File: src/hdl/sts_pkg.sv
// ----------------------------------------------------------------------------
// sts_pkg: shared types and constants of the source token scanner
// Payload types of the byte and token channels, token kinds, error codes
// and the keyword spelling table.
// ----------------------------------------------------------------------------
package sts_pkg;

  // Token kinds
  localparam logic [4:0] KIND_OP_PLUS    = 5'd0;
  localparam logic [4:0] KIND_OP_MINUS   = 5'd1;
  localparam logic [4:0] KIND_OP_STAR    = 5'd2;
  localparam logic [4:0] KIND_OP_SLASH   = 5'd3;
  localparam logic [4:0] KIND_OP_LPAREN  = 5'd4;
  localparam logic [4:0] KIND_OP_RPAREN  = 5'd5;
  localparam logic [4:0] KIND_OP_SEMI    = 5'd6;
  localparam logic [4:0] KIND_OP_LBRACE  = 5'd7;
  localparam logic [4:0] KIND_OP_RBRACE  = 5'd8;
  localparam logic [4:0] KIND_OP_GT      = 5'd9;
  localparam logic [4:0] KIND_INT        = 5'd10;
  localparam logic [4:0] KIND_ID         = 5'd11;
  localparam logic [4:0] KIND_KW_GLOBAL  = 5'd12;
  localparam logic [4:0] KIND_KW_NONE    = 5'd13;
  localparam logic [4:0] KIND_KW_ASM     = 5'd14;
  localparam logic [4:0] KIND_STR_END    = 5'd15;
  localparam logic [4:0] KIND_ID_CHAR    = 5'd16;
  localparam logic [4:0] KIND_STR_CHAR   = 5'd17;
  localparam logic [4:0] KIND_END        = 5'd18;
  localparam logic [4:0] KIND_ERROR      = 5'd19;

  // Error codes
  localparam logic [2:0] ERR_NONE        = 3'd0;
  localparam logic [2:0] ERR_DIGITS      = 3'd1;
  localparam logic [2:0] ERR_ID_LONG     = 3'd2;
  localparam logic [2:0] ERR_STR_OPEN    = 3'd3;
  localparam logic [2:0] ERR_BAD_CHAR    = 3'd4;

  // Saturation limits
  localparam logic [30:0] INT_MAX        = 31'h7FFF_FFFF;
  localparam logic [23:0] LINE_MAX       = 24'hFF_FFFF;

  // Letter folding bit
  localparam logic [7:0] CASE_BIT        = 8'h20;

  // Keyword lengths: global, none, __asm
  localparam int unsigned KW_COUNT = 3;
  localparam logic [5:0] KW_LEN [KW_COUNT] = '{6'd6, 6'd4, 6'd5};

  typedef struct packed {
    logic [7:0] in_byte;
    logic       end_of_input;
  } sts_byte_t;

  typedef struct packed {
    logic [4:0]  kind;
    logic [30:0] int_value;
    logic [7:0]  text_char;
    logic [23:0] line_number;
    logic [2:0]  error_code;
    logic        last;
  } sts_token_t;

  // Keyword spelling, character idx of keyword k
  function automatic logic [7:0] kw_char(input logic [1:0] k, input logic [2:0] idx);
    logic [7:0] c;
    c = 8'h00;
    case (k)
      2'd0: begin
        case (idx)
          3'd0: c = "g";
          3'd1: c = "l";
          3'd2: c = "o";
          3'd3: c = "b";
          3'd4: c = "a";
          3'd5: c = "l";
          default: c = 8'h00;
        endcase
      end
      2'd1: begin
        case (idx)
          3'd0: c = "n";
          3'd1: c = "o";
          3'd2: c = "n";
          3'd3: c = "e";
          default: c = 8'h00;
        endcase
      end
      2'd2: begin
        case (idx)
          3'd0: c = "_";
          3'd1: c = "_";
          3'd2: c = "a";
          3'd3: c = "s";
          3'd4: c = "m";
          default: c = 8'h00;
        endcase
      end
      default: c = 8'h00;
    endcase
    return c;
  endfunction

endpackage

File: src/hdl/sts_stream_if.sv
// ----------------------------------------------------------------------------
// sts_stream_if: valid/ready channel
// Carries one request per edge where valid and ready are both high.
// ----------------------------------------------------------------------------
interface sts_stream_if #(
  parameter type T = logic
);
  logic valid;
  logic ready;
  T     data;

  modport source (output valid, output data, input ready);
  modport sink   (input valid, input data, output ready);
endinterface

File: src/hdl/source_token_scanner.sv
// ----------------------------------------------------------------------------
// source_token_scanner: byte-serial tokenizer
// Scans source bytes into operator, integer, identifier and string tokens.
// ----------------------------------------------------------------------------
// The scanner takes one byte per cycle when the token queue has room: each
// byte is held in the input register until the queue has room, is scanned
// there and writes zero, one or two tokens into a four-entry token queue
// that drains one token per cycle while the sink is ready. A byte is taken
// every cycle while the queue holds at most two tokens, so the rate is one
// byte per cycle as long as the sink is ready and the bytes yield on average
// no more than one token each; a byte that yields two (a token ended by a
// terminator that is itself a token) adds an extra token to drain. After
// any error token the scanner drops all further bytes until reset.
module source_token_scanner #(
  parameter int unsigned MAX_ID_LEN     = 32,
  parameter int unsigned MAX_INT_DIGITS = 20
) (
  input  logic       clk_i,
  input  logic       rst_ni,
  sts_stream_if.sink   in_if,
  sts_stream_if.source out_if
);

  localparam int unsigned IdW   = $clog2(MAX_ID_LEN);
  localparam int unsigned DcW   = $clog2(MAX_INT_DIGITS + 1);
  localparam int unsigned Depth = 4;
  localparam int unsigned PtrW  = $clog2(Depth);
  localparam int unsigned CntW  = $clog2(Depth + 1);

  // Scan modes
  localparam logic [2:0] MODE_IDLE = 3'd0;
  localparam logic [2:0] MODE_INT  = 3'd1;
  localparam logic [2:0] MODE_ID   = 3'd2;
  localparam logic [2:0] MODE_STR  = 3'd3;
  localparam logic [2:0] MODE_ESC  = 3'd4;
  localparam logic [2:0] MODE_HALT = 3'd5;

  localparam logic [7:0] CH_TAB   = 8'h09;
  localparam logic [7:0] CH_LF    = 8'h0A;
  localparam logic [7:0] CH_CR    = 8'h0D;
  localparam logic [7:0] CH_SPACE = 8'h20;
  localparam logic [7:0] CH_QUOTE = 8'h22;
  localparam logic [7:0] CH_BSL   = 8'h5C;

  function automatic sts_pkg::sts_token_t mk_tok(input logic [4:0] kind,
                                                 input logic [30:0] ival,
                                                 input logic [7:0] ch,
                                                 input logic [23:0] line,
                                                 input logic [2:0] err);
    sts_pkg::sts_token_t t;
    t.kind        = kind;
    t.int_value   = ival;
    t.text_char   = ch;
    t.line_number = line;
    t.error_code  = err;
    t.last        = 1'b0;
    return t;
  endfunction

  // Input register
  logic                  s1_valid_q;
  sts_pkg::sts_byte_t    s1_q;
  logic                  fire;

  // Scanner state
  logic [2:0]  mode_q, mode_d;
  logic [30:0] acc_q, acc_d;
  logic [DcW-1:0] dcnt_q, dcnt_d;
  logic [IdW-1:0] idlen_q, idlen_d;
  logic [2:0]  kwm_q, kwm_d;
  logic [23:0] line_q, line_d;
  logic [23:0] tline_q, tline_d;

  // Token queue
  sts_pkg::sts_token_t fifo_q [Depth];
  logic [PtrW-1:0] wr_ptr_q, rd_ptr_q;
  logic [CntW-1:0] cnt_q;
  logic            pop;

  // Scan results
  logic                pre_v, main_v;
  sts_pkg::sts_token_t pre_r, main_r;

  assign fire        = s1_valid_q && (cnt_q <= CntW'(Depth - 2));
  assign in_if.ready = !s1_valid_q || fire;

  // Hold the incoming byte in the input register
  always_ff @(posedge clk_i or negedge rst_ni) begin
    if (!rst_ni) begin
      s1_valid_q <= 1'b0;
    end else if (in_if.ready) begin
      s1_valid_q <= in_if.valid;
    end
  end

  always_ff @(posedge clk_i) begin
    if (in_if.ready && in_if.valid) begin
      s1_q <= in_if.data;
    end
  end

  // Operator lookup
  logic       op_hit;
  logic [4:0] op_kind;
  always_comb begin
    op_hit  = 1'b1;
    op_kind = sts_pkg::KIND_OP_PLUS;
    case (s1_q.in_byte)
      "+": op_kind = sts_pkg::KIND_OP_PLUS;
      "-": op_kind = sts_pkg::KIND_OP_MINUS;
      "*": op_kind = sts_pkg::KIND_OP_STAR;
      "/": op_kind = sts_pkg::KIND_OP_SLASH;
      "(": op_kind = sts_pkg::KIND_OP_LPAREN;
      ")": op_kind = sts_pkg::KIND_OP_RPAREN;
      ";": op_kind = sts_pkg::KIND_OP_SEMI;
      "{": op_kind = sts_pkg::KIND_OP_LBRACE;
      "}": op_kind = sts_pkg::KIND_OP_RBRACE;
      ">": op_kind = sts_pkg::KIND_OP_GT;
      default: op_hit = 1'b0;
    endcase
  end

  // Scan the held byte against the current state
  logic [7:0]     b;
  logic           eoi;
  logic           is_digit, is_id;
  logic [23:0]    lc, tl;
  logic           do_idle, do_id, do_str;
  logic [IdW-1:0] id_len_cur;
  logic [2:0]     kwm_cur;
  logic [34:0]    prod;
  logic [7:0]     folded;
  logic [4:0]     id_kind;

  always_comb begin
    b        = s1_q.in_byte;
    eoi      = s1_q.end_of_input || (b == 8'h00);
    folded   = b | sts_pkg::CASE_BIT;
    is_digit = (b >= "0") && (b <= "9");
    is_id    = ((folded >= "a") && (folded <= "z")) || (b == "_");
    prod     = {1'b0, acc_q, 3'b000} + {3'b000, acc_q, 1'b0} + 35'(b - "0");

    mode_d  = mode_q;
    acc_d   = acc_q;
    dcnt_d  = dcnt_q;
    idlen_d = idlen_q;
    kwm_d   = kwm_q;
    tline_d = tline_q;

    lc = line_q;
    if (!eoi && (b == CH_LF) && (lc != sts_pkg::LINE_MAX)) begin
      lc = lc + 24'd1;
    end
    line_d = (mode_q == MODE_HALT) ? line_q : lc;

    tl         = tline_q;
    do_idle    = 1'b0;
    do_id      = 1'b0;
    do_str     = 1'b0;
    id_len_cur = idlen_q;
    kwm_cur    = kwm_q;
    pre_v      = 1'b0;
    main_v     = 1'b0;
    pre_r      = mk_tok(sts_pkg::KIND_END, '0, '0, '0, sts_pkg::ERR_NONE);
    main_r     = pre_r;

    // Closing class of the identifier held so far
    id_kind = sts_pkg::KIND_ID;
    for (int k = 0; k < sts_pkg::KW_COUNT; k++) begin
      if (kwm_q[k] && (6'(idlen_q) == sts_pkg::KW_LEN[k])) begin
        id_kind = sts_pkg::KIND_KW_GLOBAL + 5'(k);
      end
    end

    case (mode_q)
      MODE_INT: begin
        if (!eoi && is_digit) begin
          if (dcnt_q >= DcW'(MAX_INT_DIGITS)) begin
            main_v = 1'b1;
            main_r = mk_tok(sts_pkg::KIND_ERROR, '0, '0, tline_q, sts_pkg::ERR_DIGITS);
            mode_d = MODE_HALT;
          end else begin
            acc_d  = (prod > 35'(sts_pkg::INT_MAX)) ? sts_pkg::INT_MAX : prod[30:0];
            dcnt_d = dcnt_q + DcW'(1);
          end
        end else begin
          pre_v   = 1'b1;
          pre_r   = mk_tok(sts_pkg::KIND_INT, acc_q, '0, tline_q, sts_pkg::ERR_NONE);
          do_idle = 1'b1;
        end
      end
      MODE_ID: begin
        if (!eoi && is_id) begin
          do_id = 1'b1;
        end else begin
          pre_v   = 1'b1;
          pre_r   = mk_tok(id_kind, '0, '0, tline_q, sts_pkg::ERR_NONE);
          do_idle = 1'b1;
        end
      end
      MODE_STR: begin
        do_str = 1'b1;
      end
      MODE_ESC: begin
        mode_d = MODE_STR;
        if (!eoi && (b == "n")) begin
          main_v = 1'b1;
          main_r = mk_tok(sts_pkg::KIND_STR_CHAR, '0, CH_LF, tline_q, sts_pkg::ERR_NONE);
        end else if (!eoi && (b == "t")) begin
          main_v = 1'b1;
          main_r = mk_tok(sts_pkg::KIND_STR_CHAR, '0, CH_TAB, tline_q, sts_pkg::ERR_NONE);
        end else begin
          do_str = 1'b1;
        end
      end
      MODE_HALT: begin
        mode_d = MODE_HALT;
      end
      default: begin
        do_idle = 1'b1;
      end
    endcase

    // Start of a new token
    if (do_idle) begin
      tl      = lc;
      tline_d = lc;
      mode_d  = MODE_IDLE;
      if (eoi) begin
        main_v = 1'b1;
        main_r = mk_tok(sts_pkg::KIND_END, '0, '0, lc, sts_pkg::ERR_NONE);
      end else if ((b == CH_TAB) || (b == CH_CR) || (b == CH_LF) || (b == CH_SPACE)) begin
        main_v = 1'b0;
      end else if (op_hit) begin
        main_v = 1'b1;
        main_r = mk_tok(op_kind, '0, '0, tl, sts_pkg::ERR_NONE);
      end else if (b == CH_QUOTE) begin
        mode_d = MODE_STR;
      end else if (is_digit) begin
        mode_d = MODE_INT;
        acc_d  = 31'(b - "0");
        dcnt_d = DcW'(1);
      end else if (is_id) begin
        mode_d     = MODE_ID;
        id_len_cur = '0;
        kwm_cur    = 3'b111;
        do_id      = 1'b1;
      end else begin
        main_v = 1'b1;
        main_r = mk_tok(sts_pkg::KIND_ERROR, '0, b, tl, sts_pkg::ERR_BAD_CHAR);
        mode_d = MODE_HALT;
      end
    end

    // Append one identifier character
    if (do_id) begin
      if (id_len_cur >= IdW'(MAX_ID_LEN - 2)) begin
        main_v = 1'b1;
        main_r = mk_tok(sts_pkg::KIND_ERROR, '0, '0, tl, sts_pkg::ERR_ID_LONG);
        mode_d = MODE_HALT;
      end else begin
        for (int k = 0; k < sts_pkg::KW_COUNT; k++) begin
          if ((6'(id_len_cur) >= sts_pkg::KW_LEN[k]) ||
              (sts_pkg::kw_char(2'(k), id_len_cur[2:0]) != b)) begin
            kwm_cur[k] = 1'b0;
          end
        end
        kwm_d   = kwm_cur;
        idlen_d = id_len_cur + IdW'(1);
        main_v  = 1'b1;
        main_r  = mk_tok(sts_pkg::KIND_ID_CHAR, '0, b, tl, sts_pkg::ERR_NONE);
      end
    end

    // Ordinary string byte
    if (do_str) begin
      if (eoi) begin
        main_v = 1'b1;
        main_r = mk_tok(sts_pkg::KIND_ERROR, '0, '0, tline_q, sts_pkg::ERR_STR_OPEN);
        mode_d = MODE_HALT;
      end else if (b == CH_QUOTE) begin
        main_v = 1'b1;
        main_r = mk_tok(sts_pkg::KIND_STR_END, '0, '0, tline_q, sts_pkg::ERR_NONE);
        mode_d = MODE_IDLE;
      end else if (b == CH_BSL) begin
        mode_d = MODE_ESC;
      end else begin
        main_v = 1'b1;
        main_r = mk_tok(sts_pkg::KIND_STR_CHAR, '0, b, tline_q, sts_pkg::ERR_NONE);
      end
    end

    // Mark the final token of this byte
    if (main_v) begin
      main_r.last = 1'b1;
    end else begin
      pre_r.last = 1'b1;
    end
  end

  // Advance scanner state
  always_ff @(posedge clk_i or negedge rst_ni) begin
    if (!rst_ni) begin
      mode_q  <= MODE_IDLE;
      acc_q   <= '0;
      dcnt_q  <= '0;
      idlen_q <= '0;
      kwm_q   <= 3'b111;
      line_q  <= 24'd1;
      tline_q <= 24'd1;
    end else if (fire) begin
      mode_q  <= mode_d;
      acc_q   <= acc_d;
      dcnt_q  <= dcnt_d;
      idlen_q <= idlen_d;
      kwm_q   <= kwm_d;
      line_q  <= line_d;
      tline_q <= tline_d;
    end
  end

  // Push tokens into the queue, pop one per request taken
  logic [1:0] push_n;
  assign pop    = out_if.valid && out_if.ready;
  assign push_n = fire ? ({1'b0, pre_v} + {1'b0, main_v}) : 2'd0;

  always_ff @(posedge clk_i or negedge rst_ni) begin
    if (!rst_ni) begin
      wr_ptr_q <= '0;
      rd_ptr_q <= '0;
      cnt_q    <= '0;
    end else begin
      wr_ptr_q <= wr_ptr_q + PtrW'(push_n);
      rd_ptr_q <= rd_ptr_q + PtrW'(pop);
      cnt_q    <= cnt_q + CntW'(push_n) - CntW'(pop);
    end
  end

  always_ff @(posedge clk_i) begin
    if (fire) begin
      if (pre_v) begin
        fifo_q[wr_ptr_q] <= pre_r;
        if (main_v) begin
          fifo_q[wr_ptr_q + PtrW'(1)] <= main_r;
        end
      end else if (main_v) begin
        fifo_q[wr_ptr_q] <= main_r;
      end
    end
  end

  assign out_if.valid = (cnt_q != '0);
  assign out_if.data  = fifo_q[rd_ptr_q];

  // Queue never overfills
  assert property (@(posedge clk_i) disable iff (!rst_ni) cnt_q <= CntW'(Depth))
    else $error("token queue overflow");

  // Halt holds until reset
  assert property (@(posedge clk_i) disable iff (!rst_ni)
                   (mode_q == MODE_HALT) |=> (mode_q == MODE_HALT))
    else $error("scanner left halt");

  // Line count never goes back
  assert property (@(posedge clk_i) disable iff (!rst_ni)
                   1'b1 |=> (line_q >= $past(line_q)))
    else $error("line count decreased");

  // Error tokens carry a code, other tokens none
  assert property (@(posedge clk_i) disable iff (!rst_ni)
                   out_if.valid |->
                   ((out_if.data.kind == sts_pkg::KIND_ERROR) ==
                    (out_if.data.error_code != sts_pkg::ERR_NONE)))
    else $error("error code mismatch");

  // No byte is scanned once halted without holding the line count
  assert property (@(posedge clk_i) disable iff (!rst_ni)
                   (fire && (mode_q == MODE_HALT)) |=> $stable(line_q))
    else $error("line count moved while halted");

endmodule

File: src/flat_wrapper.sv
// flat-port wrapper written by rule: the top's interface ports become plain ports
module source_token_scanner_flat import sts_pkg::*;
#(
  parameter int unsigned MAX_ID_LEN     = 32,
  parameter int unsigned MAX_INT_DIGITS = 20
)
  (clk_i, rst_ni, in_if_valid, in_if_data, in_if_ready, out_if_valid, out_if_data, out_if_ready);
  sts_stream_if #(.T(sts_byte_t)) in_if_i ();
  sts_stream_if #(.T(sts_token_t)) out_if_i ();
  input  logic clk_i;
  input  logic rst_ni;
  input wire logic [$bits(in_if_i.valid)-1:0] in_if_valid;
  input wire logic [$bits(in_if_i.data)-1:0] in_if_data;
  output wire logic [$bits(in_if_i.ready)-1:0] in_if_ready;
  output wire logic [$bits(out_if_i.valid)-1:0] out_if_valid;
  output wire logic [$bits(out_if_i.data)-1:0] out_if_data;
  input wire logic [$bits(out_if_i.ready)-1:0] out_if_ready;
  assign in_if_i.valid = in_if_valid;
  assign in_if_i.data = in_if_data;
  assign in_if_ready = in_if_i.ready;
  assign out_if_valid = out_if_i.valid;
  assign out_if_data = out_if_i.data;
  assign out_if_i.ready = out_if_ready;
  source_token_scanner #(.MAX_ID_LEN(MAX_ID_LEN), .MAX_INT_DIGITS(MAX_INT_DIGITS)) u_core (.clk_i(clk_i), .rst_ni(rst_ni), .in_if(in_if_i), .out_if(out_if_i));
endmodule
File: config.mk
export PLATFORM = sky130hd
export DESIGN_NAME = source_token_scanner_flat
export DESIGN_NICKNAME = d
export VERILOG_FILES = /design/src/hdl/sts_pkg.sv /design/src/hdl/sts_stream_if.sv /design/src/hdl/source_token_scanner.sv /design/src/flat_wrapper.sv
export SDC_FILE = /design/constraint.sdc
export NUM_CORES = 1
export LEC_CHECK = 0
export BUFFER_PORTS_ARGS = -buffer_cell sky130_fd_sc_hd__buf_4
export CORE_UTILIZATION = 55
export DETAILED_ROUTE_END_ITERATION = 10
export GPL_TIMING_DRIVEN = 0
export PLACE_DENSITY = 0.71
export SETUP_SLACK_MARGIN = 0.3
export SLEW_MARGIN = 20
export SYNTH_ARGS = -nofsm -noshare
export SYNTH_HDL_FRONTEND = slang
export SYNTH_SLANG_ARGS = --single-unit
File: constraint.sdc
create_clock -name clk_i -period 12.9 [get_ports clk_i]
set_input_delay 1.935 -clock clk_i [delete_from_list [all_inputs] [get_ports clk_i]]
set_output_delay 1.935 -clock clk_i [all_outputs]
set_load 0.02 [all_outputs]
Word-level counts from Yosys, hierarchy flattened
Memory sizes are Yosys's and may differ from the RTL's. Cells that the tools add are included. W data, S select, Z words.

Bits of input ports: 13. Memories: 1. Memory bits (writable): 288. Logic and storage cells: 274. Register bits after elaboration: 112. Output and inout bits: 74.

Memory list: u_core.fifo_q (depth 4, bits a word 72, read ports 1, clocked after memory_dff 0, wr ports 2, RTL line source_token_scanner.sv:75) `sts_pkg::sts_token_t fifo_q [Depth];`.

Reductions and logical operators: 44. $add $sub $neg: 13. Mux-type cells: 136. Bitwise logic cells: 3. Equality and inequality tests: 51. Magnitude comparators: 11.

Operators by type and width (number): $mux W72 (17); $mux W31 (10); $pmux W72 S2 (2); $mux W69 (2); $eq A8 B6 Y1 const B (10); $mux W5 (16); $mux W3 (25); $mux W68 (1); $eq A8 B7 Y1 const B (6); $mux W24 (2); $mux W8 (6); $mux W1 (45); $pmux W4 S9 (1); $add A34 B32 Y35 (1); $add A35 B35 Y35 (1); $gt A35 B31 Y1 const B (1); $pmux W7 S5 (1); $ne A2 B2 Y1 const B (15); $reduce_and A10 Y1 (3); $pmux W7 S4 (1); $add A24 B1 Y24 const B (1); $eq A8 B4 Y1 const B (3); $ne A24 B24 Y1 const B (1); $ne A8 B8 Y1 (3); other kinds (38) (84).

Depth between registers and ports, before layout
Gate-level depths: netlist (run 1).

Depth in word-level cells: 24. Gate-level depth with buffers: 19. Gate-level depth less buffers: 16.

Worst setup path after synthesis (run 1)
OpenSTA, ideal clock, no wires.

Path kind: reg2reg. Start point: register u_core.s1_q (netlist bit u_core.b[4]). End point: register u_core.acc_q[10]. Data arrival time: 6.659 ns. Path buffers: 3. Clock period less this slack: 6.785 ns. Stages on the path, launching flop included: 17. Path slack: 6.115 ns. Data required time: 12.773 ns. Library setup time: 0.127 ns. Cell sequence: edfxtp_1 ha_1 clkbuf_1 nor3_1 fa_1 ha_1 buf_2 a211o_1 a21oi_1 o21ai_0 a221o_1 or3_1 a211oi_1 nand4_1 nor2_2 buf_2 a21oi_1.

Word-level cells in the longest chain between the ends: 13. Elaborated cells on any way between the ends: 50. Classes of those cells: 3 x add/sub; 5 x order compare; 16 x eq/ne; 14 x mux; 12 x reduce/logical.

RTL lines: start, declared (RTL line source_token_scanner.sv:62) `sts_pkg::sts_byte_t s1_q;`; start signal, assigned (RTL line source_token_scanner.sv:98) `s1_q <= in_if.data;`; $sub A8 B6 Y9 (RTL line source_token_scanner.sv:141, source_token_scanner.sv:241); $add A35 B35 Y35 (RTL line source_token_scanner.sv:141) `prod = {1'b0, acc_q, 3'b000} + {3'b000, acc_q, 1'b0} + 35'(b - "0");`; $gt A35 B31 Y1 (RTL line source_token_scanner.sv:183) `acc_d = (prod > 35'(sts_pkg::INT_MAX)) ? sts_pkg::INT_MAX : prod[30:0];`; $mux W31 (RTL line source_token_scanner.sv:183); $mux W31 (RTL line source_token_scanner.sv:178) `if (dcnt_q >= DcW'(MAX_INT_DIGITS)) begin`; $mux W31 (RTL line source_token_scanner.sv:177) `if (!eoi && is_digit) begin`; $mux W31 (RTL line source_token_scanner.sv:175) `case (mode_q)`; $mux W31 (RTL line source_token_scanner.sv:239) `end else if (is_digit) begin`; $mux W31 (RTL line source_token_scanner.sv:237) `end else if (b == CH_QUOTE) begin`; $mux W31 (RTL line source_token_scanner.sv:234) `end else if (op_hit) begin`; $mux W31 (RTL line source_token_scanner.sv:232) `end else if ((b == CH_TAB) || (b == CH_CR) || (b == CH_LF) || (b == CH_SPACE)) begin`; $mux W31 (RTL line source_token_scanner.sv:229) `if (eoi) begin`; $mux W31 (*) (RTL line source_token_scanner.sv:225) `if (do_idle) begin`; end signal, assigned (RTL line source_token_scanner.sv:305) `acc_q <= '0;`; end signal, assigned (RTL line source_token_scanner.sv:313) `acc_q <= acc_d;`; end, declared (RTL line source_token_scanner.sv:67) `logic [30:0] acc_q, acc_d;`.

Mark *: on every way between the ends. The rest lies on a longest branch, timed or not. A chain may end at the register's enable or synchronous reset.

==> flow_metrics.tcl, run 1 <==
set metrics [dict create \
    worstPathBufferInverterCount 6 \
    async_reset_ff_share_pct 25.75 \
    antenna_found_initial 0 \
    fp.dieH_um 202.4 \
    via_count 18250 \
    rows 73 \
    post_layout_instance_count_excluding_filler_cells 2829 \
    critical_path.reg2reg.startpoint "u_core.b[4]" \
    layout-drive-gt1-share_pct 15.93 \
    place_inst 2748 \
    status "completed" \
    number_of_global_route_vias_before_repair 17570 \
    grt_setup_unrepaired "false" \
    finish.utilization_pct 63.06 \
    groute.usage.overall_pct 32.41 \
    synth-compound-area-share_pct 16.36 \
    post-place-ws_ns 6.463 \
    start_kind "register" \
    p_int_mw 3.812 \
    part_of_the_total_power_dissipated_in_the_clock_network_pct 18.7 \
    slack_of_the_worst_reg_to_reg_path_ns 6.21 \
    synth.lib_cells_used.distinct 95 \
    drt_drc_violations_left 0 \
    worstHoldPathType "register to register" \
    synth_top_cells_by_area "edfxtp_1 24%, dfxtp_1 11%, dfrtp_1 11%" \
    setup.worst_path.class "register to register" \
    flow.area_growth_from_synthesis_pct 13.22 \
    sequentialPowerShare_pct 28.6 \
    end_kind "register" \
    clk_root_buffer_cell "clkbuf_16" \
    yosysWarningCount 0 \
    min_delay_worst_endpoint "u_core.fifo_q[2][41]" \
    skew_ns 0.01562 \
    drtAntennaViolNets 0 \
    worstRegToRegCells 18 \
    final_setup_violation_count 0 \
    timing.hold.worst.start "u_core.fifo_q[2][41]" \
    count_of_flip_flops_with_a_built_in_enable_after_synthesis 173 \
    cp_common_cell "clkbuf_1" \
    fmax_ghz 0.1495 \
    dieArea_sq_um 40950 \
    fin_crit_sh_pct 51.86 \
    finalCriticalPeriod_ns 6.690 \
    setup_slack_ns 6.210 \
    first_pass_iters 5 \
    route.detailed.vias_per_inst 6.450 \
    ys_seq_elements 400 \
    worstSkewPairLatency_ns 0.59 \
    ir_worst_vdd_uv 194.3 \
    cts.repair_timing.setup_buffer_count 0 \
    dominant_combinational_cell_family_by_area_after_synthesis "compound AO/OA/AOI/OAI gates" \
    post_synth_mux_area_share_pct 8.461 \
    drv.max_cap_violation_count 0 \
    cts_hold_repair.buffers 0 \
    gr-total-overflow 0 \
    synth-simple-area-share_pct 15.77 \
    total_switching_power_mw 3.231 \
    total_leakage_power_nw 9.445 \
    yosysTopAreaCell "edfxtp_1" \
    clockBufferDepth 3 \
    cp_top_family "simple AND/OR/NAND/NOR gates" \
    cts_htree_levels 2 \
    nNetsFinal 2368 \
    drt-total-wl_um 66540 \
    clk_pin_slew_ns 0.06 \
    largest_net_degree_at_the_start_of_global_routing 57 \
    num_antenna_cells 0 \
    most_used_flip_flop_cell_after_synthesis "edfxtp_1" \
    cp_data_arrival_time_ns 7.19 \
    cp_data_required_time_ns 13.40 \
    slew_viol_final 0 \
    place.gp.congestion 0.9389 \
    worstReg2RegEnd "u_core.fifo_q[0][58]" \
    netSwitchingFraction_pct 45.88 \
    tritoncts_clock_tree "built" \
    layout_commonest_cell "nand2_1" \
    final.setup.tns_ns 0 \
    grt_first_pass_wirelength_um 101300 \
    post_syn_area_sq_um 22080 \
    core_region_area_sq_um 39640 \
    avgSynthCellArea_sq_um 10.36 \
    power-per-cell-area_nw_per_um2 281.7 \
    floorplan.io_pins 87 \
    mostFrequentLayoutCells "239 x nand2_1, 233 x a21oi_1, 173 x edfxtp_1" \
    hold-path-cell-count 2 \
    initial_core_util_pct 55.69 \
    clkSinkCount 400 \
    postCtsResizedCells 0 \
    comb_power_share_pct 52.7 \
    wl_per_cell_um 23.52 \
    postSynthNetCount 2231 \
    crit_slowest_cell "nor3_1" \
    buffer_ports.inserted 86 \
    max_slew_margin_pct 23.95 \
    timing.critical_path.slowest_cell_delay_ns 0.80 \
    whs_ns 0.4524 \
    worstMarginPinSlew_ns 1.141 \
    crit_fanout 11 \
    synth_xor_area_share_pct 3.213 \
    final_hold_viol_count 0 \
    cts_made_buffers 44 \
    chipWidth_um 202.4 \
    critical_path.cell_chain "inv_1 -> ha_1 -> or3b_2 -> a211oi_1 -> nor3_1 -> and3_1 -> buf_2 -> nor4_1 -> nand3_1 -> buf_2 -> ha_1 -> and3_1 -> clkbuf_1 -> nor3_1 -> clkbuf_1 -> clkbuf_1 -> nand3_1 -> a21oi_1" \
    post_synth_inst_count 2132 \
    initialDrtViolationCount 1776 \
    post_synth_fa_ha_maj_area_fraction_pct 5.928 \
    synth.yosys.seq_area_share_pct 46.48 \
    post-synth-top-area-fraction_pct 23.53 \
    place_hpwl_um 46350 \
]
[per-layer routing]
layer / share of wire [%] / up-vias / global-route usage (%)
met5: 0.087 / - / 1.071
met4: 3.3 / 2 / 11.65
met3: 9.4 / 133 / 6.804
met2: 44 / 918 / 48.14
met1: 43 / 9031 / 46.80
li1: - / 8164 / -
[cell type report]
type / count / area, sq um
clock buffer: 62 / 1292
clock inverter: 19 / 216.5
tap: 525 / 656.9
buffer: 146 / 655.6
timing repair buffer: 91 / 714.4
multi-input combinational: 1537 / 11020
inverter: 49 / 183.9
fill: 3272 / 14640
sequential: 400 / 10260
[stage by stage]
stage | total power [mW] | area (sq um)
after global placement | 5.582 | 23380
after detailed placement | 5.662 | 23490
after CTS | 6.985 | 25000
final | 7.043 | 25000
after floorplan | 4.454 | 22080
after global routing | 7.425 | 25000
[cell usage after synthesis, drive strengths merged, types with 10 or more instances]
master	n
a22o	70
o2bb2ai	23
nor3	37
nand3	169
nor2	152
and2	18
dfrtp	98
nor2b	17
o22ai	25
inv	49
nand2b	14
nand4	16
o21ai	101
xor2	43
nand2	246
a21oi	233
o31ai	10
dfxtp	124
clkbuf	86
edfxtp	173
mux2	13
buf	60
mux4	72
xnor2	38
a211oi	10
ha	55
mux2i	10
fa	31
and3	10
a21o	13
[how the worst max path moves through the flow]
stage | to | from | cells past startpoint | slack (ns)
5_1_grt | u_core.fifo_q[3][45] | u_core.b[4] | 18 | 5.80
6_report | u_core.fifo_q[0][58] | u_core.b[4] | 18 | 6.21
2_1_floorplan | u_core.acc_q[10] | u_core.b[4] | 16 | 6.11
4_1_cts | u_core.fifo_q[0][63] | u_core.b[4] | 18 | 6.45
3_3_place_gp | u_core.acc_q[26] | u_core.b[4] | 16 | 3.71
3_5_place_dp | u_core.fifo_q[0][57] | u_core.b[4] | 18 | 6.46
[kinds of logic (layout without fill, tap and decap cells)]
family	Yosys count	after routing
simple gates	721	721
compound gates	554	554
flops	400	400
buf+inv	195	367
mux	95	95
fa+ha+maj	86	86
xor+xnor	81	81
[state kept, by name (all words and copies together), names as in the netlist]
signal / count
u_core.acc_q: 31
u_core.b: 8
u_core.cnt_q: 3
u_core.dcnt_q: 5
u_core.fifo_q: 288
u_core.idlen_q: 5
u_core.kwm_q: 3
u_core.line_q: 24
u_core.mode_q: 3
u_core.rd_ptr_q: 2
u_core.s1_q: 1
u_core.s1_valid_q: 1
u_core.tline_q: 24
u_core.wr_ptr_q: 2
[power groups by stage]
stage | combinational, mW | clock [mW] | sequential, mW
CTS | 3.65 | 1.32 | 2.01
global placement | 3.56 | 0 | 2.02
global route | 4.00 | 1.37 | 2.05
floorplan | 2.51 | 0 | 1.94
detailed placement | 3.63 | 0 | 2.03
finish | 3.71 | 1.32 | 2.01
[worst min-delay path, delay by kind of cell, from the launching register on]
| family | cells | cell delay, ns |
|---|---|---|
| DFF | 1 | 0.31 |
| and+or+nand+nor | 1 | 0.05 |
| AOI/OAI and AO/OA | 1 | 0.05 |
Power figures use the tool's default switching activity.
==> run 2, diff against run 1 <==
--- a/config.mk
+++ b/config.mk
@@ -5,11 +5,12 @@
 export SDC_FILE = /design/constraint.sdc
 export NUM_CORES = 1
 export LEC_CHECK = 0
+export ABC_AREA = 1
 export BUFFER_PORTS_ARGS = -buffer_cell sky130_fd_sc_hd__buf_4
 export CORE_UTILIZATION = 55
 export DETAILED_ROUTE_END_ITERATION = 10
 export GPL_TIMING_DRIVEN = 0
-export PLACE_DENSITY = 0.71
+export PLACE_DENSITY = 0.74
 export SETUP_SLACK_MARGIN = 0.3
 export SLEW_MARGIN = 20
 export SYNTH_ARGS = -nofsm -noshare
==> constraint.sdc (replaced) <==
create_clock -name clk_i -period 5.7 [get_ports clk_i]
set_input_delay 0.855 -clock clk_i [delete_from_list [all_inputs] [get_ports clk_i]]
set_output_delay 0.855 -clock clk_i [all_outputs]
set_load 0.02 [all_outputs]
==> flow_metrics.tcl, run 2 <==
set metrics [dict create \
    async_reset_ff_share_pct 25.75 \
    synth_xor_area_share_pct 1.986 \
    nNetsFinal 3392 \
    clockBufferDepth 3 \
    fmax_ghz 0.1826 \
    grt_setup_unrepaired "true" \
    total_switching_power_mw 8.086 \
    clkSinkCount 400 \
    yosysTopAreaCell "edfxtp_1" \
    synth.lib_cells_used.distinct 59 \
    netlist_top_cells_count "734 x nand2_1, 562 x nor2_1, 398 x o21ai_0" \
    worstPathBufferInverterCount 7 \
    initial_core_util_pct 56.28 \
    rows 75 \
    initialDrtViolationCount 2898 \
    layout_commonest_cell "nand2_1" \
    fin_crit_sh_pct 96.07 \
    post_synth_inst_count 3157 \
    worstHoldPathType "input port to asynchronous set/reset pin" \
    gr-total-overflow 0 \
    sequentialPowerShare_pct 26.0 \
    timing.critical_path.slowest_cell_delay_ns 0.51 \
    avgSynthCellArea_sq_um 7.544 \
    critical_path.reg2reg.startpoint "u_core.b[4]" \
    post-synth-top-area-fraction_pct 21.81 \
    crit_slowest_cell "nor2_2" \
    cts_made_buffers 44 \
    post_syn_area_sq_um 23820 \
    total_leakage_power_nw 11.83 \
    clk_pin_slew_ns 0.06 \
    synth-simple-area-share_pct 27.29 \
    core_region_area_sq_um 42320 \
    first_pass_iters 6 \
    num_antenna_cells 0 \
    chipWidth_um 210.1 \
    cts_htree_levels 2 \
    finalCriticalPeriod_ns 5.476 \
    cp_common_cell "clkbuf_2" \
    largest_net_degree_at_the_start_of_global_routing 104 \
    critical_path.cell_chain "clkbuf_2 -> inv_1 -> ha_1 -> nand2_2 -> inv_2 -> a31oi_1 -> nand2_2 -> nor2_4 -> nand4_4 -> nand2_4 -> inv_2 -> nand4_1 -> ha_1 -> nand2_1 -> nor2_2 -> inv_1 -> clkbuf_2 -> clkbuf_2 -> nand2_8" \
    synth_most_common_cell "nand2_1" \
    ir_worst_vdd_uv 352.7 \
    cts.repair_timing.setup_buffer_count 0 \
    place_hpwl_um 54710 \
    synth-compound-area-share_pct 15.61 \
    post-place-ws_ns -0.2601 \
    max_slew_margin_pct 31.50 \
    layout-drive-gt1-share_pct 11.11 \
    status "completed" \
    cp_data_required_time_ns 5.94 \
    final_setup_violation_count 0 \
    drv.max_cap_violation_count 0 \
    postSynthNetCount 3256 \
    post_synth_fa_ha_maj_area_fraction_pct 5.495 \
    tritoncts_clock_tree "built" \
    ys_seq_elements 400 \
    setup_slack_ns 0.2238 \
    registers.top_by_ff_count "u_core.fifo_q" \
    slew_viol_final 0 \
    power-per-cell-area_nw_per_um2 613.6 \
    number_of_global_route_vias_before_repair 21590 \
    post_synth_mux_area_share_pct 0.04203 \
    netSwitchingFraction_pct 49.08 \
    grt_first_pass_wirelength_um 117900 \
    route.detailed.vias_per_inst 5.859 \
    start_kind "register" \
    groute.usage.overall_pct 34.27 \
    drt_drc_violations_left 0 \
    most_used_flip_flop_cell_after_synthesis "edfxtp_1" \
    nFillCells 3676 \
    flow.area_growth_from_synthesis_pct 12.72 \
    final_hold_viol_count 0 \
    floorplan.io_pins 87 \
    synth_top_cells_by_area "edfxtp_1 22%, nand2_1 12%, dfxtp_1 10%" \
    dominant_combinational_cell_family_by_area_after_synthesis "simple AND/OR/NAND/NOR gates" \
    worstMarginPinSlew_ns 1.024 \
    dieArea_sq_um 44140 \
    end_kind "register" \
    fp.dieH_um 210.1 \
    top_regs "u_core.fifo_q (288), u_core.acc_q (31)" \
    synth.yosys.seq_area_share_pct 43.08 \
    setup.worst_path.class "register to register" \
    skew_ns 0.03473 \
    crit_fanout 41 \
    buffer_ports.inserted 86 \
    cp_data_arrival_time_ns 5.71 \
    total_power_mw 16.47 \
    cts_hold_repair.buffers 0 \
    yosysWarningCount 0 \
    drt-total-wl_um 75900 \
    cp_top_family "simple AND/OR/NAND/NOR gates" \
    largest_register_ffs 288 \
    count_of_flip_flops_with_a_built_in_enable_after_synthesis 173 \
    worstSkewPairLatency_ns 0.60 \
    drtAntennaViolNets 0 \
    place.gp.congestion 0.9279 \
    clk_root_buffer_cell "clkbuf_16" \
    comb_power_share_pct 56.3 \
    via_count 22880 \
    launch_point_of_the_critical_path "u_core.b[4]" \
    wl_per_cell_um 19.43 \
    mostFrequentLayoutCells "730 x nand2_1, 558 x nor2_1, 398 x o21ai_0" \
    p_int_mw 8.388 \
    antenna_found_initial 0 \
    part_of_the_total_power_dissipated_in_the_clock_network_pct 17.6 \
]
-- run 2: through the flow --
stage | hold slack [ns] | util (%) | cells | cell area, sq um | TNS [ns]
4_1_cts | 0.4076 | 63.24 | 3904 | 26770 | 0
5_1_grt | 0.1443 | 63.44 | 3906 | 26850 | 0
2_1_floorplan | 0.4488 | - | 3157 | 23820 | 0
6_report | 0.1369 | 63.44 | 3906 | 26850 | 0
3_5_place_dp | 0.4658 | 59.69 | 3822 | 25260 | -34.96
3_3_place_gp | 0.4643 | 59.52 | 3820 | 25190 | -222.93
-- run 2: worst paths after layout --
path	depth (start not counted)	slack, ns	to
max reg2reg	19	0.22	u_core.fifo_q[1][32]
max	19	0.22	u_core.fifo_q[1][32]
min reg2reg	2	0.48	u_core.acc_q[4]
max in group asynchronous	2	4.82	u_core.tline_q[0]
min in group clk_i	1	0.43	u_core.b[2]
min	1	0.14	u_core.acc_q[18]
-- run 2: worst register-to-register path, cell delays in order, from the launching register on --
cell and delay (ns):
edfxtp_1 0.49, clkbuf_2 0.32, inv_1 0.11, ha_1 0.24, nand2_2 0.14, inv_2 0.08
a31oi_1 0.25, nand2_2 0.16, nor2_4 0.24, nand4_4 0.28, nand2_4 0.23, inv_2 0.09
nand4_1 0.30, ha_1 0.22, nand2_1 0.24, nor2_2 0.51, inv_1 0.20, clkbuf_2 0.29
clkbuf_2 0.32, nand2_8 0.39
-- run 2: timing repair --
item | in CTS | in global routing
pin swaps | 0 | 1
setup endpoints to repair | 195 | 214
resized for setup | 18 | 13
gates cloned | 0 | 1
hold endpoints to repair | 0 | 0
-- run 2: power by group through the flow --
stage	clock network, mW	registers [mW]	logic (mW)
after floorplan	0	4.19	6.10
after global placement	0	4.31	8.81
after detailed placement	0	4.32	9.01
after CTS	2.91	4.27	9.08
after global routing	3.03	4.37	10.1
final	2.90	4.29	9.28
-- run 2: kinds of logic after synthesis --
| family | Yosys count |
|---|---|
| AOI/OAI and AO/OA | 677 |
| xor gates and xnor gates | 54 |
| adders and majority gates | 86 |
| buffers and inverters | 382 |
| DFF | 400 |
| muxes | 1 |
| and+or+nand+nor | 1557 |
-- run 2: layout make-up --
class	instances	area (sq um)	area share [%]
Multi-Input combinational cell	2376	12150	45.25
Tap cell	577	721.9	2.689
Sequential cell	400	10260	38.22
Clock buffer	58	1185	4.413
Timing Repair Buffer	89	706.9	2.633
Clock inverter	24	259.0	0.9647
Inverter	221	837.1	3.118
Buffer	161	726.9	2.708
-- run 2: routing by layer --
| layer | global-route usage [%] | vias to the layer above | share of wire [%] |
|---|---|---|---|
| li1 | - | 10740 | - |
| met1 | 48.57 | 10740 | 41 |
| met2 | 52.87 | 1241 | 44 |
| met3 | 6.645 | 159 | 12 |
| met4 | 10.95 | 0 | 2.7 |
| met5 | 0 | - | 0 |
==> run 3, diff against run 2 <==
--- a/config.mk
+++ b/config.mk
@@ -6,11 +6,11 @@
 export NUM_CORES = 1
 export LEC_CHECK = 0
 export ABC_AREA = 1
-export BUFFER_PORTS_ARGS = -buffer_cell sky130_fd_sc_hd__buf_4
 export CORE_UTILIZATION = 55
 export DETAILED_ROUTE_END_ITERATION = 10
+export DONT_BUFFER_PORTS = 1
 export GPL_TIMING_DRIVEN = 0
-export PLACE_DENSITY = 0.74
+export PLACE_DENSITY = 0.72
 export SETUP_SLACK_MARGIN = 0.3
 export SLEW_MARGIN = 20
 export SYNTH_ARGS = -nofsm -noshare
==> flow_metrics.tcl, run 3 (synthesis gave the netlist of run 2 again) <==
set metrics [dict create \
    largest_net_degree_at_the_start_of_global_routing 99 \
    nNetsFinal 3311 \
    initialDrtViolationCount 2653 \
    end_kind "register" \
    top_regs "u_core.fifo_q (288), u_core.acc_q (31)" \
    dieArea_sq_um 44140 \
    critical_path_cell_count 22 \
    slew_viol_final 0 \
    gr-total-overflow 0 \
    clk_root_buffer_cell "clkbuf_16" \
    drt_drc_violations_left 0 \
    worstHoldPathType "input port to asynchronous set/reset pin" \
    start_kind "register" \
    dpl_cell_area_sq_um 24610 \
    largest_register_ffs 288 \
    final_area_sq_um 26420 \
    clockBufferDepth 3 \
    fp.dieH_um 210.1 \
    tritoncts_clock_tree "built" \
    cts_made_buffers 45 \
    clk_pin_slew_ns 0.06 \
    ir_worst_vdd_uv 417.1 \
    final.setup.tns_ns 0 \
    skew_ns 0.04161 \
    multiInputGateArea_sq_um 12180 \
    layout_commonest_cell "nand2_1" \
    mostFrequentLayoutCells "730 x nand2_1, 558 x nor2_1, 398 x o21ai_0" \
    clkSinkCount 400 \
    floorplan.io_pins 87 \
    route.detailed.vias_per_inst 5.933 \
    cp_data_arrival_time_ns 5.45 \
    worstMarginPinSlew_ns 1.028 \
    layout.area.seq_sq_um 10260 \
    power-per-cell-area_nw_per_um2 610.1 \
    drtAntennaViolNets 0 \
    wl_per_cell_um 20.14 \
    slack_of_the_worst_reg_to_reg_path_ns 0.50 \
    drv.max_cap_violation_count 0 \
    core_region_area_sq_um 42320 \
    antenna_found_initial 1 \
    finish.utilization_pct 62.42 \
    drt-total-wl_um 77050 \
    rows 75 \
    setup.worst_path.class "register to register" \
    place_hpwl_um 54910 \
    grt_setup_unrepaired "false" \
    post-place-ws_ns -0.3202 \
    fin_crit_sh_pct 91.22 \
    post_layout_instance_count_excluding_filler_cells 3825 \
    final_hold_viol_count 0 \
    number_of_global_route_vias_before_repair 21530 \
    timing.critical_path.slowest_cell_delay_ns 0.50 \
    buffer_ports.inserted 0 \
    total_leakage_power_nw 11.51 \
    critical_path.reg2reg.startpoint "u_core.b[4]" \
    place.gp.congestion 0.9150 \
    worstPathBufferInverterCount 8 \
    flow.area_growth_from_synthesis_pct 10.91 \
    status "completed" \
    place_inst 3736 \
    via_count 22690 \
    chipWidth_um 210.1 \
    fmax_ghz 0.1923 \
    initial_core_util_pct 56.28 \
    grt_first_pass_wirelength_um 119600 \
    max_slew_margin_pct 31.23 \
    groute.usage.overall_pct 34.86 \
    cts_htree_levels 2 \
    crit_slowest_cell "edfxtp_1" \
    critical_path.cell_chain "clkbuf_2 -> inv_1 -> ha_1 -> nand2_2 -> nor2_2 -> nor2_4 -> buf_6 -> nand2_2 -> nand3_2 -> nand2_2 -> inv_2 -> nor2_4 -> a21oi_4 -> buf_2 -> nand4_1 -> ha_1 -> nand2_1 -> nor2_4 -> inv_1 -> clkbuf_2 -> clkbuf_2 -> nand2_8" \
    cp_data_required_time_ns 5.95 \
    finalCriticalPeriod_ns 5.200 \
    nFillCells 3734 \
    worstRegToRegCells 22 \
    worstReg2RegEnd "u_core.fifo_q[0][13]" \
    first_pass_iters 8 \
    layout-drive-gt1-share_pct 9.362 \
    worstSkewPairLatency_ns 0.60 \
    crit_fanout 21 \
    registers.top_by_ff_count "u_core.fifo_q" \
    cp_top_family "buffers and inverters" \
    whs_ns 0.1024 \
    total_power_mw 16.12 \
    setup_slack_ns 0.5004 \
    final_setup_violation_count 0 \
]
-- run 3: what timing repair did --
item                       4_1_cts  5_1_grt
pin swaps                        1        4
setup endpoints to repair      176      375
hold buffers                     1        0
hold endpoints to repair        98        0
gates resized for setup         21       18
gates cloned                     1        0
buffers inserted                 0        4
-- run 3: power breakdown --
group	leakage [nW]	switching, mW	internal (mW)
clock	0.776	1.26	1.88
sequential	3.94	0.450	3.85
combinational	6.79	6.31	2.36
-- run 3: worst reg2reg max path: cells and delay by family (launching register included) --
family | cells | cell delay [ns]
buffers and inverters | 8 | 1.92
AND/OR/NAND/NOR | 11 | 1.71
flip-flops | 1 | 0.50
AO/OA/AOI/OAI | 1 | 0.16
adder cells (fa/ha/maj) | 2 | 0.55
-- run 3: worst max path at each step --
stage                           start                    to  slack (ns)
final                     u_core.b[4]  u_core.fifo_q[0][13]        0.50
after detailed placement  u_core.b[4]  u_core.fifo_q[0][18]       -0.32
after global placement    u_core.b[4]  u_core.fifo_q[0][18]       -1.33
after floorplan           u_core.b[4]       u_core.acc_q[9]        0.89
after global routing      u_core.b[4]  u_core.fifo_q[1][17]        0.32
after CTS                 u_core.b[4]  u_core.fifo_q[0][40]        0.31
-- run 3: layout make-up --
type                       instances  area share (%)
clock inverter                    20           1.250
buffer                           161           2.752
multi-input combinational       2376           46.13
tap                              577           2.733
inverter                         221           3.169
clock buffer                      62           4.784
sequential                       400           38.85
timing repair buffer               7          0.3316
antenna                            1        0.009473
-- run 3: routing by layer --
metal  vias up  GRT usage (%)  routed length [um]  share of wire (%)
li1      10570              -                   -                  -
met1     10620          48.94               31920                 41
met2      1339          53.96               33970                 44
met3       171          7.464                9117                 12
met4         0          10.65                2038                2.6
met5         -              0                   0                  0
